==> config.mk <==
export PLATFORM = sky130hd
export DESIGN_NAME = hst_queue
export DESIGN_NICKNAME = d
export VERILOG_FILES = /design/src/hw/rtl/hst_queue.sv
export SDC_FILE = /design/constraint.sdc
export NUM_CORES = 1
export LEC_CHECK = 0
export BUFFER_PORTS_ARGS = -buffer_cell sky130_fd_sc_hd__buf_2
export CORE_ASPECT_RATIO = 1.4
export CORE_MARGIN = 10
export CORE_UTILIZATION = 40
export CTS_CLUSTER_DIAMETER = 50
export DETAILED_ROUTE_END_ITERATION = 12
export PLACE_DENSITY = 0.66
export SYNTH_ARGS = -nofsm -noshare
export SYNTH_HDL_FRONTEND = slang
export SYNTH_SLANG_ARGS = --single-unit
==> constraint.sdc <==
create_clock -name clk_i -period 3.4 [get_ports clk_i]
set_clock_uncertainty 0.1 [all_clocks]
set_input_delay 0.51 -clock clk_i [delete_from_list [all_inputs] [get_ports clk_i]]
set_output_delay 0.51 -clock clk_i [all_outputs]
set_load 0.005 [all_outputs]
==> src/hw/rtl/hst_queue.sv <==
`timescale 1ns / 1ps
// ----------------------------------------------------------------------------
// Job queue
// Short FIFO between the front and the back part.
// ----------------------------------------------------------------------------
module hst_queue #(
  parameter int WIDTH = 52,
  parameter int DEPTH = 2
) (
  input  logic             clk_i,
  input  logic             rst_ni,
  input  logic             push_i,
  input  logic [WIDTH-1:0] data_i,
  input  logic             pop_i,
  output logic             full_o,
  output logic             empty_o,
  output logic [WIDTH-1:0] data_o
);

  localparam int PW = (DEPTH > 1) ? $clog2(DEPTH) : 1;
  localparam int CW = $clog2(DEPTH + 1);

  logic [WIDTH-1:0] buf_q [DEPTH];
  logic [PW-1:0]    wr_q, rd_q;
  logic [CW-1:0]    cnt_q;

  assign full_o  = (cnt_q == CW'(DEPTH));
  assign empty_o = (cnt_q == '0);
  assign data_o  = buf_q[rd_q];

  always_ff @(posedge clk_i or negedge rst_ni) begin
    if (!rst_ni) begin
      wr_q  <= '0;
      rd_q  <= '0;
      cnt_q <= '0;
    end else begin
      if (push_i) begin
        wr_q <= (wr_q == PW'(DEPTH - 1)) ? '0 : wr_q + 1'b1;
      end
      if (pop_i) begin
        rd_q <= (rd_q == PW'(DEPTH - 1)) ? '0 : rd_q + 1'b1;
      end
      if (push_i && !pop_i) begin
        cnt_q <= cnt_q + 1'b1;
      end else if (pop_i && !push_i) begin
        cnt_q <= cnt_q - 1'b1;
      end
    end
  end

  always_ff @(posedge clk_i) begin
    if (push_i) begin
      buf_q[wr_q] <= data_i;
    end
  end

endmodule

==> flow_metrics.py <==
metrics = {
    "logic_synthesis": {
        "synth-compound-area-share": 0,
        "synth_flop_cell": "edfxtp_1",
        "synth_top_area_cell": "edfxtp_1",
        "async_flop_share": 0.0370,
        "synth_simple_gate_area_frac": 0.00627,
        "ys_seq_area_frac": 0.769,
        "ys_seq_elements": 108,
        "synth_area_per_cell_um2": 23.5,
        "synth_xor_area_frac": 0.0105,
        "synth-edff-count": 104,
        "synth_fp_nets": 235,
        "synth_most_common_cell": "edfxtp_1",
        "synth_adder_area_share": 0.00299,
        "synth_common_cells": "104 x edfxtp_1, 49 x mux2_4, 5 x buf_12",
        "synth_top_area_share": 0.745,
        "synth_warnings": 0,
        "syn_area_mm2": 0.00419,
        "synth_top_family_by_area": "multiplexers",
        "syn_inst": 178,
        "ys_types": 13,
        "synth_area_leaders": "edfxtp_1 75%, mux2_4 18%, buf_12 2.4%",
        "muxShareOfSynthArea": 0.184,
    },
    "sta": {
        "rsz0062_at_grt": "false",
        "max-slew-margin-rel": 0.599,
        "setup_ws_ps": 878,
        "finalHoldViolations": 0,
        "max_freq_mhz": 397,
        "drv_slew": 0,
        "setup_viol": 0,
        "post-route-period-util": 0.742,
        "worst_pin_slew_ps": 601,
        "period_minus_slack_ps": 2520,
        "hold_slack_ps": 259,
        "tns_ps": 0,
    },
    "final_layout": {
        "drive_gt1_frac": 0.596,
        "design_area_mm2": 0.00521,
        "area_growth_pct": 24.3,
        "final_util": 0.506,
        "nets": 354,
        "fillers": 875,
        "final_cells": 442,
    },
    "worst_setup_path": {
        "endpoint_kind": "output pin",
        "crit_slowest_cell": "dfrtp_4",
        "slowest_delay_ps": 720,
        "critPathLaunchType": "register",
        "crit_chain": "buf_4 -> mux2_4 -> buf_2",
        "cp_num_buf_inv": 2,
        "crit_type": "reg -> out",
        "reg2reg_depth": 2,
        "crit_arrival_ps": 1910,
        "cp_max_fo": 26,
        "path_delay_family": "flip-flops",
        "required_ps": 2790,
        "cp.depth": 3,
    },
    "power_and_ir_drop": {
        "p_sw_frac": 0.250,
        "vdd_ir_drop_max_v": 0.000442,
        "seqPwrFrac": 0.455,
        "power.share.combinational": 0.278,
        "p_clk_frac": 0.267,
        "powerDensity_mw_per_mm2": 811,
        "p_leak_nw": 2.11,
        "p_sw_mw": 1.06,
        "finalPower_mw": 4.23,
        "internal-power_mw": 3.17,
    },
    "route": {
        "drtAntennaViolNets": 0,
        "vias": 1971,
        "drc_errors": 0,
        "drt_iter0_drc": 51,
        "viasPerCell": 4.46,
        "routed_wl_um": 7540,
        "routedWlPerCell_um": 17.0,
        "dr.pass1.iters": 4,
    },
    "global_routing": {
        "grt_pass1_vias": 2193,
        "grt_pass1_wl_um": 11600,
        "grtUsageTotal": 0.101,
        "antenna_found_initial": 2,
        "grt_max_degree": 39,
        "grt-ovfl-total": 0,
    },
    "clock_tree": {
        "cts_tree": "yes",
        "cts_sinks": 108,
        "ctsHtreeMaxLevel": 3,
        "numCtsBuffers": 9,
        "post-cts-setup-buffers": 0,
        "clockRootBuffer": "clkbuf_16",
        "clk_pin_slew_worst_paths_ps": 70,
        "cts_buffer_depth": 2,
        "clkLatencyLatePin_ps": 340,
    },
    "placed_design": {
        "dp_hpwl_um": 5540,
        "portBuffers": 109,
        "placed_cells": 423,
        "place_ws_ps": 1210,
        "finalWeightedCongestion": 0.673,
        "dpl-instance-area_mm2": 0.00486,
    },
    "min_path": {
        "whs_path_depth": 1,
        "hold_class": "in -> reg",
    },
    "floorplanning": {
        "rows": 44,
        "coreArea_mm2": 0.0103,
        "dieArea_mm2": 0.0150,
        "die_w_um": 107,
        "start_util": 0.407,
        "io_pins": 110,
        "die_h_um": 141,
    },
    "run_status": {
        "outcome": "complete, no violations",
    },
    "flow_run": {
        "drv_cap": 0,
    },
}
## cell families after synthesis
family / after synthesis
xor gates and xnor gates: 5
adders and majority gates: 1
buffers and inverters: 7
DFF: 108
muxes: 52
and+or+nand+nor: 5
## repair_timing
action	CTS	global route
hold buffers	1	0
endpoints found under the hold margin	4	0
resized for setup	0	0
## cell usage in the layout, fill, tap and decap left out, types with 2 or more instances in the layout
cell type,count
clkinv_1,4
mux2_4,49
nor2_1,2
edfxtp_1,104
clkbuf_16,9
dfrtp_1,3
buf_4,2
bufinv_16,3
xor2_1,4
diode_2,2
mux2_2,3
buf_12,2
buf_2,109
## state kept, by name, indices dropped and copies added, names as in the netlist
signal and cells:
buf_q 104, cnt_q 2, rd_q 1, wr_q 1
## power groups by stage
| stage | registers, mW | clock network [mW] | logic, mW |
|---|---|---|---|
| after floorplan | 1.87 | 0 | 0.937 |
| after global placement | 1.95 | 0 | 1.19 |
| after detailed placement | 1.96 | 0 | 1.21 |
| after CTS | 1.93 | 1.16 | 1.22 |
| after global routing | 1.95 | 1.21 | 1.28 |
| final | 1.92 | 1.13 | 1.17 |
## metal layers
layer	wire length, µm	GRT usage
met1	2720	0.0979
met2	4000	0.179
met3	669	0.0452
met4	145	0.0472
met5	0	0
## path summary, 6_finish.rpt
check	startpoint	to	slack [ps]
max	rd_q	data_o[46]	880
min	data_i[50]	buf_q[1][50]	260
max reg2reg	wr_q	buf_q[1][3]	1700
min reg2reg	cnt_q[1]	cnt_q[1]	400
max in group asynchronous	rst_ni	rd_q	2650
min in group asynchronous	rst_ni	cnt_q[1]	410
## final cells by class
cell class | instances | area (µm²) | share of cell area
inverters | 1 | 3.75 | 0.000720
diodes | 2 | 5.00 | 0.000961
clock inverters | 7 | 105 | 0.0202
repair buffers | 114 | 611 | 0.117
multi-input cells | 63 | 861 | 0.165
well taps | 138 | 173 | 0.0331
clock buffers | 9 | 225 | 0.0432
flip-flops and latches | 108 | 3230 | 0.619
No activity file was read; power rests on OpenSTA's default activity.
