$ cat src/hw/rtl/hst_pkg.sv
`timescale 1ns / 1ps
// ----------------------------------------------------------------------------
// Height-map solid triangulator package
// Shared widths, register indexes and the word types passed between parts.
// ----------------------------------------------------------------------------
package hst_pkg;

  localparam int POS_W   = 12;
  localparam int COORD_W = 26;
  localparam int HGT_W   = 24;
  localparam int CIDX_W  = 3;
  localparam int CDATA_W = 24;

  localparam logic [CIDX_W-1:0] CFG_GRID_WIDTH   = 3'd0;
  localparam logic [CIDX_W-1:0] CFG_GRID_HEIGHT  = 3'd1;
  localparam logic [CIDX_W-1:0] CFG_NODATA_LEVEL = 3'd2;
  localparam logic [CIDX_W-1:0] CFG_CELL_SCALE   = 3'd3;
  localparam logic [CIDX_W-1:0] CFG_BASE_LEVEL   = 3'd4;

  typedef struct packed {
    logic signed [HGT_W-1:0] sample;
    logic [POS_W-1:0]        x;
    logic [POS_W-1:0]        y;
    logic [1:0]              slot;
    logic                    x_last;
    logic                    y_last;
  } hst_job_t;

  typedef struct packed {
    logic signed [HGT_W-1:0] nodata;
    logic [15:0]             scale;
    logic signed [HGT_W-1:0] base;
  } hst_cfg_t;

  typedef struct packed {
    logic [COORD_W-1:0]      ax;
    logic [COORD_W-1:0]      ay;
    logic signed [HGT_W-1:0] az;
    logic [COORD_W-1:0]      bx;
    logic [COORD_W-1:0]      by;
    logic signed [HGT_W-1:0] bz;
    logic [COORD_W-1:0]      cx;
    logic [COORD_W-1:0]      cy;
    logic signed [HGT_W-1:0] cz;
    logic [31:0]             count;
  } hst_tri_t;

endpackage

$ cat src/hw/rtl/hst_front.sv
`timescale 1ns / 1ps
// ----------------------------------------------------------------------------
// Front part
// Accepts height words, tracks the grid position and queues one job each.
// ----------------------------------------------------------------------------
module hst_front #(
  parameter int MAX_WIDTH  = 1024,
  parameter int MAX_HEIGHT = 1024
) (
  input  logic                    clk_i,
  input  logic                    rst_ni,
  input  logic                    in_valid_i,
  output logic                    in_stall_o,
  input  logic signed [23:0]      height_sample_i,
  input  logic [10:0]             grid_width_i,
  input  logic [10:0]             grid_height_i,
  input  logic                    q_full_i,
  output logic                    push_o,
  output hst_pkg::hst_job_t       job_o
);
  import hst_pkg::*;

  logic [12:0]      eff_w, eff_h;
  logic [POS_W-1:0] wm1, hm1;
  logic [POS_W-1:0] col_q, row_q;
  logic [1:0]       slot_q;
  logic             restart;
  logic [POS_W-1:0] cur_x, cur_y;
  logic [1:0]       cur_slot;

  always_comb begin
    if (grid_width_i < 11'd2) begin
      eff_w = 13'd2;
    end else if ({2'b0, grid_width_i} > 13'(MAX_WIDTH)) begin
      eff_w = 13'(MAX_WIDTH);
    end else begin
      eff_w = {2'b0, grid_width_i};
    end
    if (grid_height_i < 11'd2) begin
      eff_h = 13'd2;
    end else if ({2'b0, grid_height_i} > 13'(MAX_HEIGHT)) begin
      eff_h = 13'(MAX_HEIGHT);
    end else begin
      eff_h = {2'b0, grid_height_i};
    end
  end

  assign wm1      = POS_W'(eff_w - 13'd1);
  assign hm1      = POS_W'(eff_h - 13'd1);
  assign restart  = (col_q > wm1) || (row_q > hm1);
  assign cur_x    = restart ? '0 : col_q;
  assign cur_y    = restart ? '0 : row_q;
  assign cur_slot = restart ? 2'd0 : slot_q;

  assign in_stall_o = q_full_i;
  assign push_o     = in_valid_i && !q_full_i;

  always_comb begin
    job_o.sample = height_sample_i;
    job_o.x      = cur_x;
    job_o.y      = cur_y;
    job_o.slot   = cur_slot;
    job_o.x_last = (cur_x == wm1);
    job_o.y_last = (cur_y == hm1);
  end

  always_ff @(posedge clk_i or negedge rst_ni) begin
    if (!rst_ni) begin
      col_q  <= '0;
      row_q  <= '0;
      slot_q <= 2'd0;
    end else if (push_o) begin
      if (cur_y == hm1) begin
        row_q <= '0;
        if (cur_x == wm1) begin
          col_q  <= '0;
          slot_q <= 2'd0;
        end else begin
          col_q  <= cur_x + 1'b1;
          slot_q <= (cur_slot == 2'd2) ? 2'd0 : cur_slot + 2'd1;
        end
      end else begin
        row_q  <= cur_y + 1'b1;
        col_q  <= cur_x;
        slot_q <= cur_slot;
      end
    end
  end

endmodule

$ cat config.mk
export PLATFORM = sky130hd
export DESIGN_NAME = hst_front
export DESIGN_NICKNAME = d
export VERILOG_FILES = /design/src/hw/rtl/hst_pkg.sv /design/src/hw/rtl/hst_front.sv
export SDC_FILE = /design/constraint.sdc
export NUM_CORES = 1
export LEC_CHECK = 0
export BUFFER_PORTS_ARGS = -buffer_cell sky130_fd_sc_hd__buf_2
export CORE_ASPECT_RATIO = 1.2
export CORE_MARGIN = 5
export CORE_UTILIZATION = 56
export CTS_CLUSTER_DIAMETER = 120
export DETAILED_ROUTE_END_ITERATION = 7
export GPL_ROUTABILITY_DRIVEN = 0
export GPL_TIMING_DRIVEN = 0
export PLACE_DENSITY = 0.85
export RECOVER_POWER = 100
export SETUP_SLACK_MARGIN = 0.02
export SLEW_MARGIN = 20
export SYNTH_ARGS = -nofsm -noshare
export SYNTH_HDL_FRONTEND = slang
export SYNTH_SLANG_ARGS = --single-unit
$ cat constraint.sdc
create_clock -name clk_i -period 19.9 [get_ports clk_i]
set_input_delay 3.98 -clock clk_i [delete_from_list [all_inputs] [get_ports clk_i]]
set_output_delay 3.98 -clock clk_i [all_outputs]
set_load 0.005 [all_outputs]
==> flow_metrics.env <==
export IMPL_hp_start="slot_q[1]"
export IMPL_cts_buffers=3
export IMPL_antenna_found_initial=0
export IMPL_status="finished with violations"
export IMPL_synth_seq_cells=26
export IMPL_drive_gt1_share_pct=20.2
export IMPL_place_area_sq_um=4240
export IMPL_initial_utilization_pct=58.0
export IMPL_hold_violations=0
export IMPL_portBuffers=78
export IMPL_die_width_um=84.6
export IMPL_synthAdderAreaFrac_pct=9.38
export IMPL_ys_warnings_count=0
export IMPL_r2r_end="row_q[6]"
export IMPL_power_density_nw_per_um2=52.3
export IMPL_synth_mux_area_share_pct=2.48
export IMPL_synthesis_area_sq_um=3740
export IMPL_grt_pass1_vias=4181
export IMPL_drcViolationCount=0
export IMPL_clkSinkCount=26
export IMPL_clkTransAtPathRegs_ps=100
export IMPL_dp_final_hpwl_um=8970
export IMPL_p_leak_nw=1.79
export IMPL_period_share_pct=76.0
export IMPL_synth_flop_cell="dfrtp_1"
export IMPL_synth_edff_count=0
export IMPL_grt_pass1_wl_um=18900
export IMPL_crit_fanout=10
export IMPL_regToRegSetupSlack_ps=14360
export IMPL_syn_area_per_cell_sq_um=7.66
export IMPL_area_delta_synth_final_pct=12.6
export IMPL_synth_compound_area_share_pct=28.6
export IMPL_worstReg2RegStart="col_q[11]"
export IMPL_worstPathArrival_ps=11150
export IMPL_rr_worst_depth=12
export IMPL_synth_seq_area_share_pct=17.4
export IMPL_clockBufferDepth=2
export IMPL_violations="max-capacitance violations, max-slew violations"
export IMPL_cts_tree="built"
export IMPL_critPathKind="in -> out"
export IMPL_fill_cells=585
export IMPL_dr_pass1_iters=8
export IMPL_end_kind="primary output"
export IMPL_vias=4264
export IMPL_grt_overflow=0
export IMPL_post_drt_wl_per_cell_um=17.6
export IMPL_worst_slew_pin_slew_ps=1830
export IMPL_die_h_um=99.5
export IMPL_core_sq_um=6450
export IMPL_hold_path_depth=1
export IMPL_post_cts_repair_setup_buffers=0
export IMPL_cp_data_required_time_ps=15920
export IMPL_finalSetupTns_ps=0
export IMPL_synth_top_family_by_area="simple AND/OR/NAND/NOR gates"
export IMPL_grt_setup_unrepaired="no"
export IMPL_ys_types=79
export IMPL_min_period_ps=15130
export IMPL_synth_simple_area_share_pct=29.0
export IMPL_clock_latency_ps=280
export IMPL_viasPerCell=6.51
export IMPL_grt_max_degree=27
export IMPL_dieArea_sq_um=8410
export IMPL_cts_root_buf="clkbuf_8"
export IMPL_nets=650
export IMPL_mostFrequentLayoutCell="buf_2"
export IMPL_ctsHoldBuffers=0
export IMPL_rows=32
export IMPL_ctsHtreeMaxLevel=1
export IMPL_ant_nets=0
export IMPL_slew_headroom_pct=-25.3
export IMPL_grt_total_usage_pct=26.6
export IMPL_slew_viol_final=8
export IMPL_cts_repair_resized=0
export IMPL_finClkSkew_ps=7.21
export IMPL_finalWirelength_um=11500
export IMPL_ir_worst_vdd_mv=0.0355
export IMPL_layout_common_cells="60 x buf_2, 39 x nor2_1, 38 x nand2_1, 38 x clkbuf_1, 33 x o21ai_0"
export IMPL_first_iter_violations=345
export IMPL_finish_instance_area_sq_um=4210
export IMPL_postSynth_asyncResetShare_pct=100
export IMPL_ios=104
export IMPL_finalSetupViolations=0
export IMPL_n_antenna_cell=0
export IMPL_synth_xor_area_share_pct=2.58
export IMPL_min_to="slot_q[1]"
export IMPL_worst_setup_path_start_kind="primary input"
export IMPL_synthCells=488
export IMPL_hp_class="reg -> reg"
export IMPL_max_cap_violations=2
export IMPL_fmax_mhz=66.1
-- layout make-up --
class	count	area, sq um	share of cell area [%]
inverter	18	67.6	1.61
timing repair buffer	78	367	8.72
multi-input combinational	391	2660	63.2
buffer	54	317	7.53
sequential	26	651	15.5
tap	85	106	2.53
clock buffer	3	41.3	0.982
-- cell families after synthesis --
group / Yosys count
other cells: 1
buf+inv: 72
mux: 9
fa+ha+maj: 28
flops: 26
compound gates: 143
xor+xnor: 11
simple gates: 198
-- worst max path at each step --
stage               cells after the start              from  endpoint  slack (ps)
floorplan                              19   grid_width_i[8]  job_o[0]        7280
global placement                       21   grid_width_i[2]  job_o[0]        6300
detailed placement                     21   grid_width_i[2]  job_o[0]        6230
CTS                                    21   grid_width_i[2]  job_o[0]        6210
global route                           19  grid_height_i[5]  job_o[0]        4230
finish                                 17  grid_height_i[5]  job_o[0]        4770
-- metal layers --
metal	part of all wire (%)	track usage [%]	up-vias
met5	0	0	-
met4	3.8	12.7	0
met3	7.4	3.31	51
met2	52	50.5	262
met1	36	28.9	1980
li1	-	-	1971
-- report_power, final --
part | total (mW) | switching [mW] | internal (mW)
Sequential | 0.0725 | 0.0126 | 0.0599
Clock | 0.0311 | 0.0175 | 0.0136
Combinational | 0.116 | 0.0703 | 0.0461
-- cells in the mapped netlist, types with 3 or more instances --
library cell  count  area (sq um)
and3_1           11          68.8
a31oi_1           7          43.8
buf_4            26           195
nor2_1           39           146
o22ai_1           6          37.5
a21o_1            3          22.5
o31ai_1           5          37.5
a22o_1            5          43.8
nor3_1           18          90.1
inv_1            18          67.6
and2_1           21           131
ha_1             28           350
a21oi_1          32           160
nor2b_1           7          43.8
o211ai_1          5          37.5
and4_1            3          26.3
a2111oi_4         3          82.6
dfrtp_1          26           651
or3_1             7          43.8
o21ai_0          31           155
buf_2             5          25.0
nor4b_1           5          43.8
or2_2             5          31.3
nor4_1            7          43.8
o31a_1            4          35.0
o221ai_1          3          26.3
xnor2_1           9          78.8
nand2_1          38           143
nand3_1          12          60.1
buf_1             3          11.3
nand2b_1          4          25.0
clkbuf_1         17          63.8
or4_1             4          30.0
mux2i_1           7          70.1
nand4_1           7          43.8
-- per-stage QoR --
stage	std cells	utilization, %	hold WS, ps	power (mW)	setup slack, ps
4_1_cts	655	66.4	492	0.220	6210
3_3_place_gp	652	65.7	471	0.184	6300
5_1_grt	655	65.2	535	0.235	4230
2_1_floorplan	489	-	452	0.148	7280
6_report	655	65.2	520	0.220	4770
3_5_place_dp	652	65.7	479	0.189	6230
-- state kept, by name, indices dropped and copies added, names as in the netlist --
name,cells
slot_q,2
row_q,12
col_q,12
-- worst max-delay path: stages --
cell	delay [ps]
clkbuf_1	180
nor3_1	540
nand2_1	220
o311ai_0	810
ha_1	270
clkbuf_1	300
nor2b_1	180
a41oi_1	450
ha_1	370
and4_1	210
a221oi_1	370
a21oi_1	220
nor2_1	540
o21ai_0	220
a2111oi_0	1560
clkbuf_1	510
clkbuf_2	210
No activity file was read; power rests on OpenSTA's default activity.
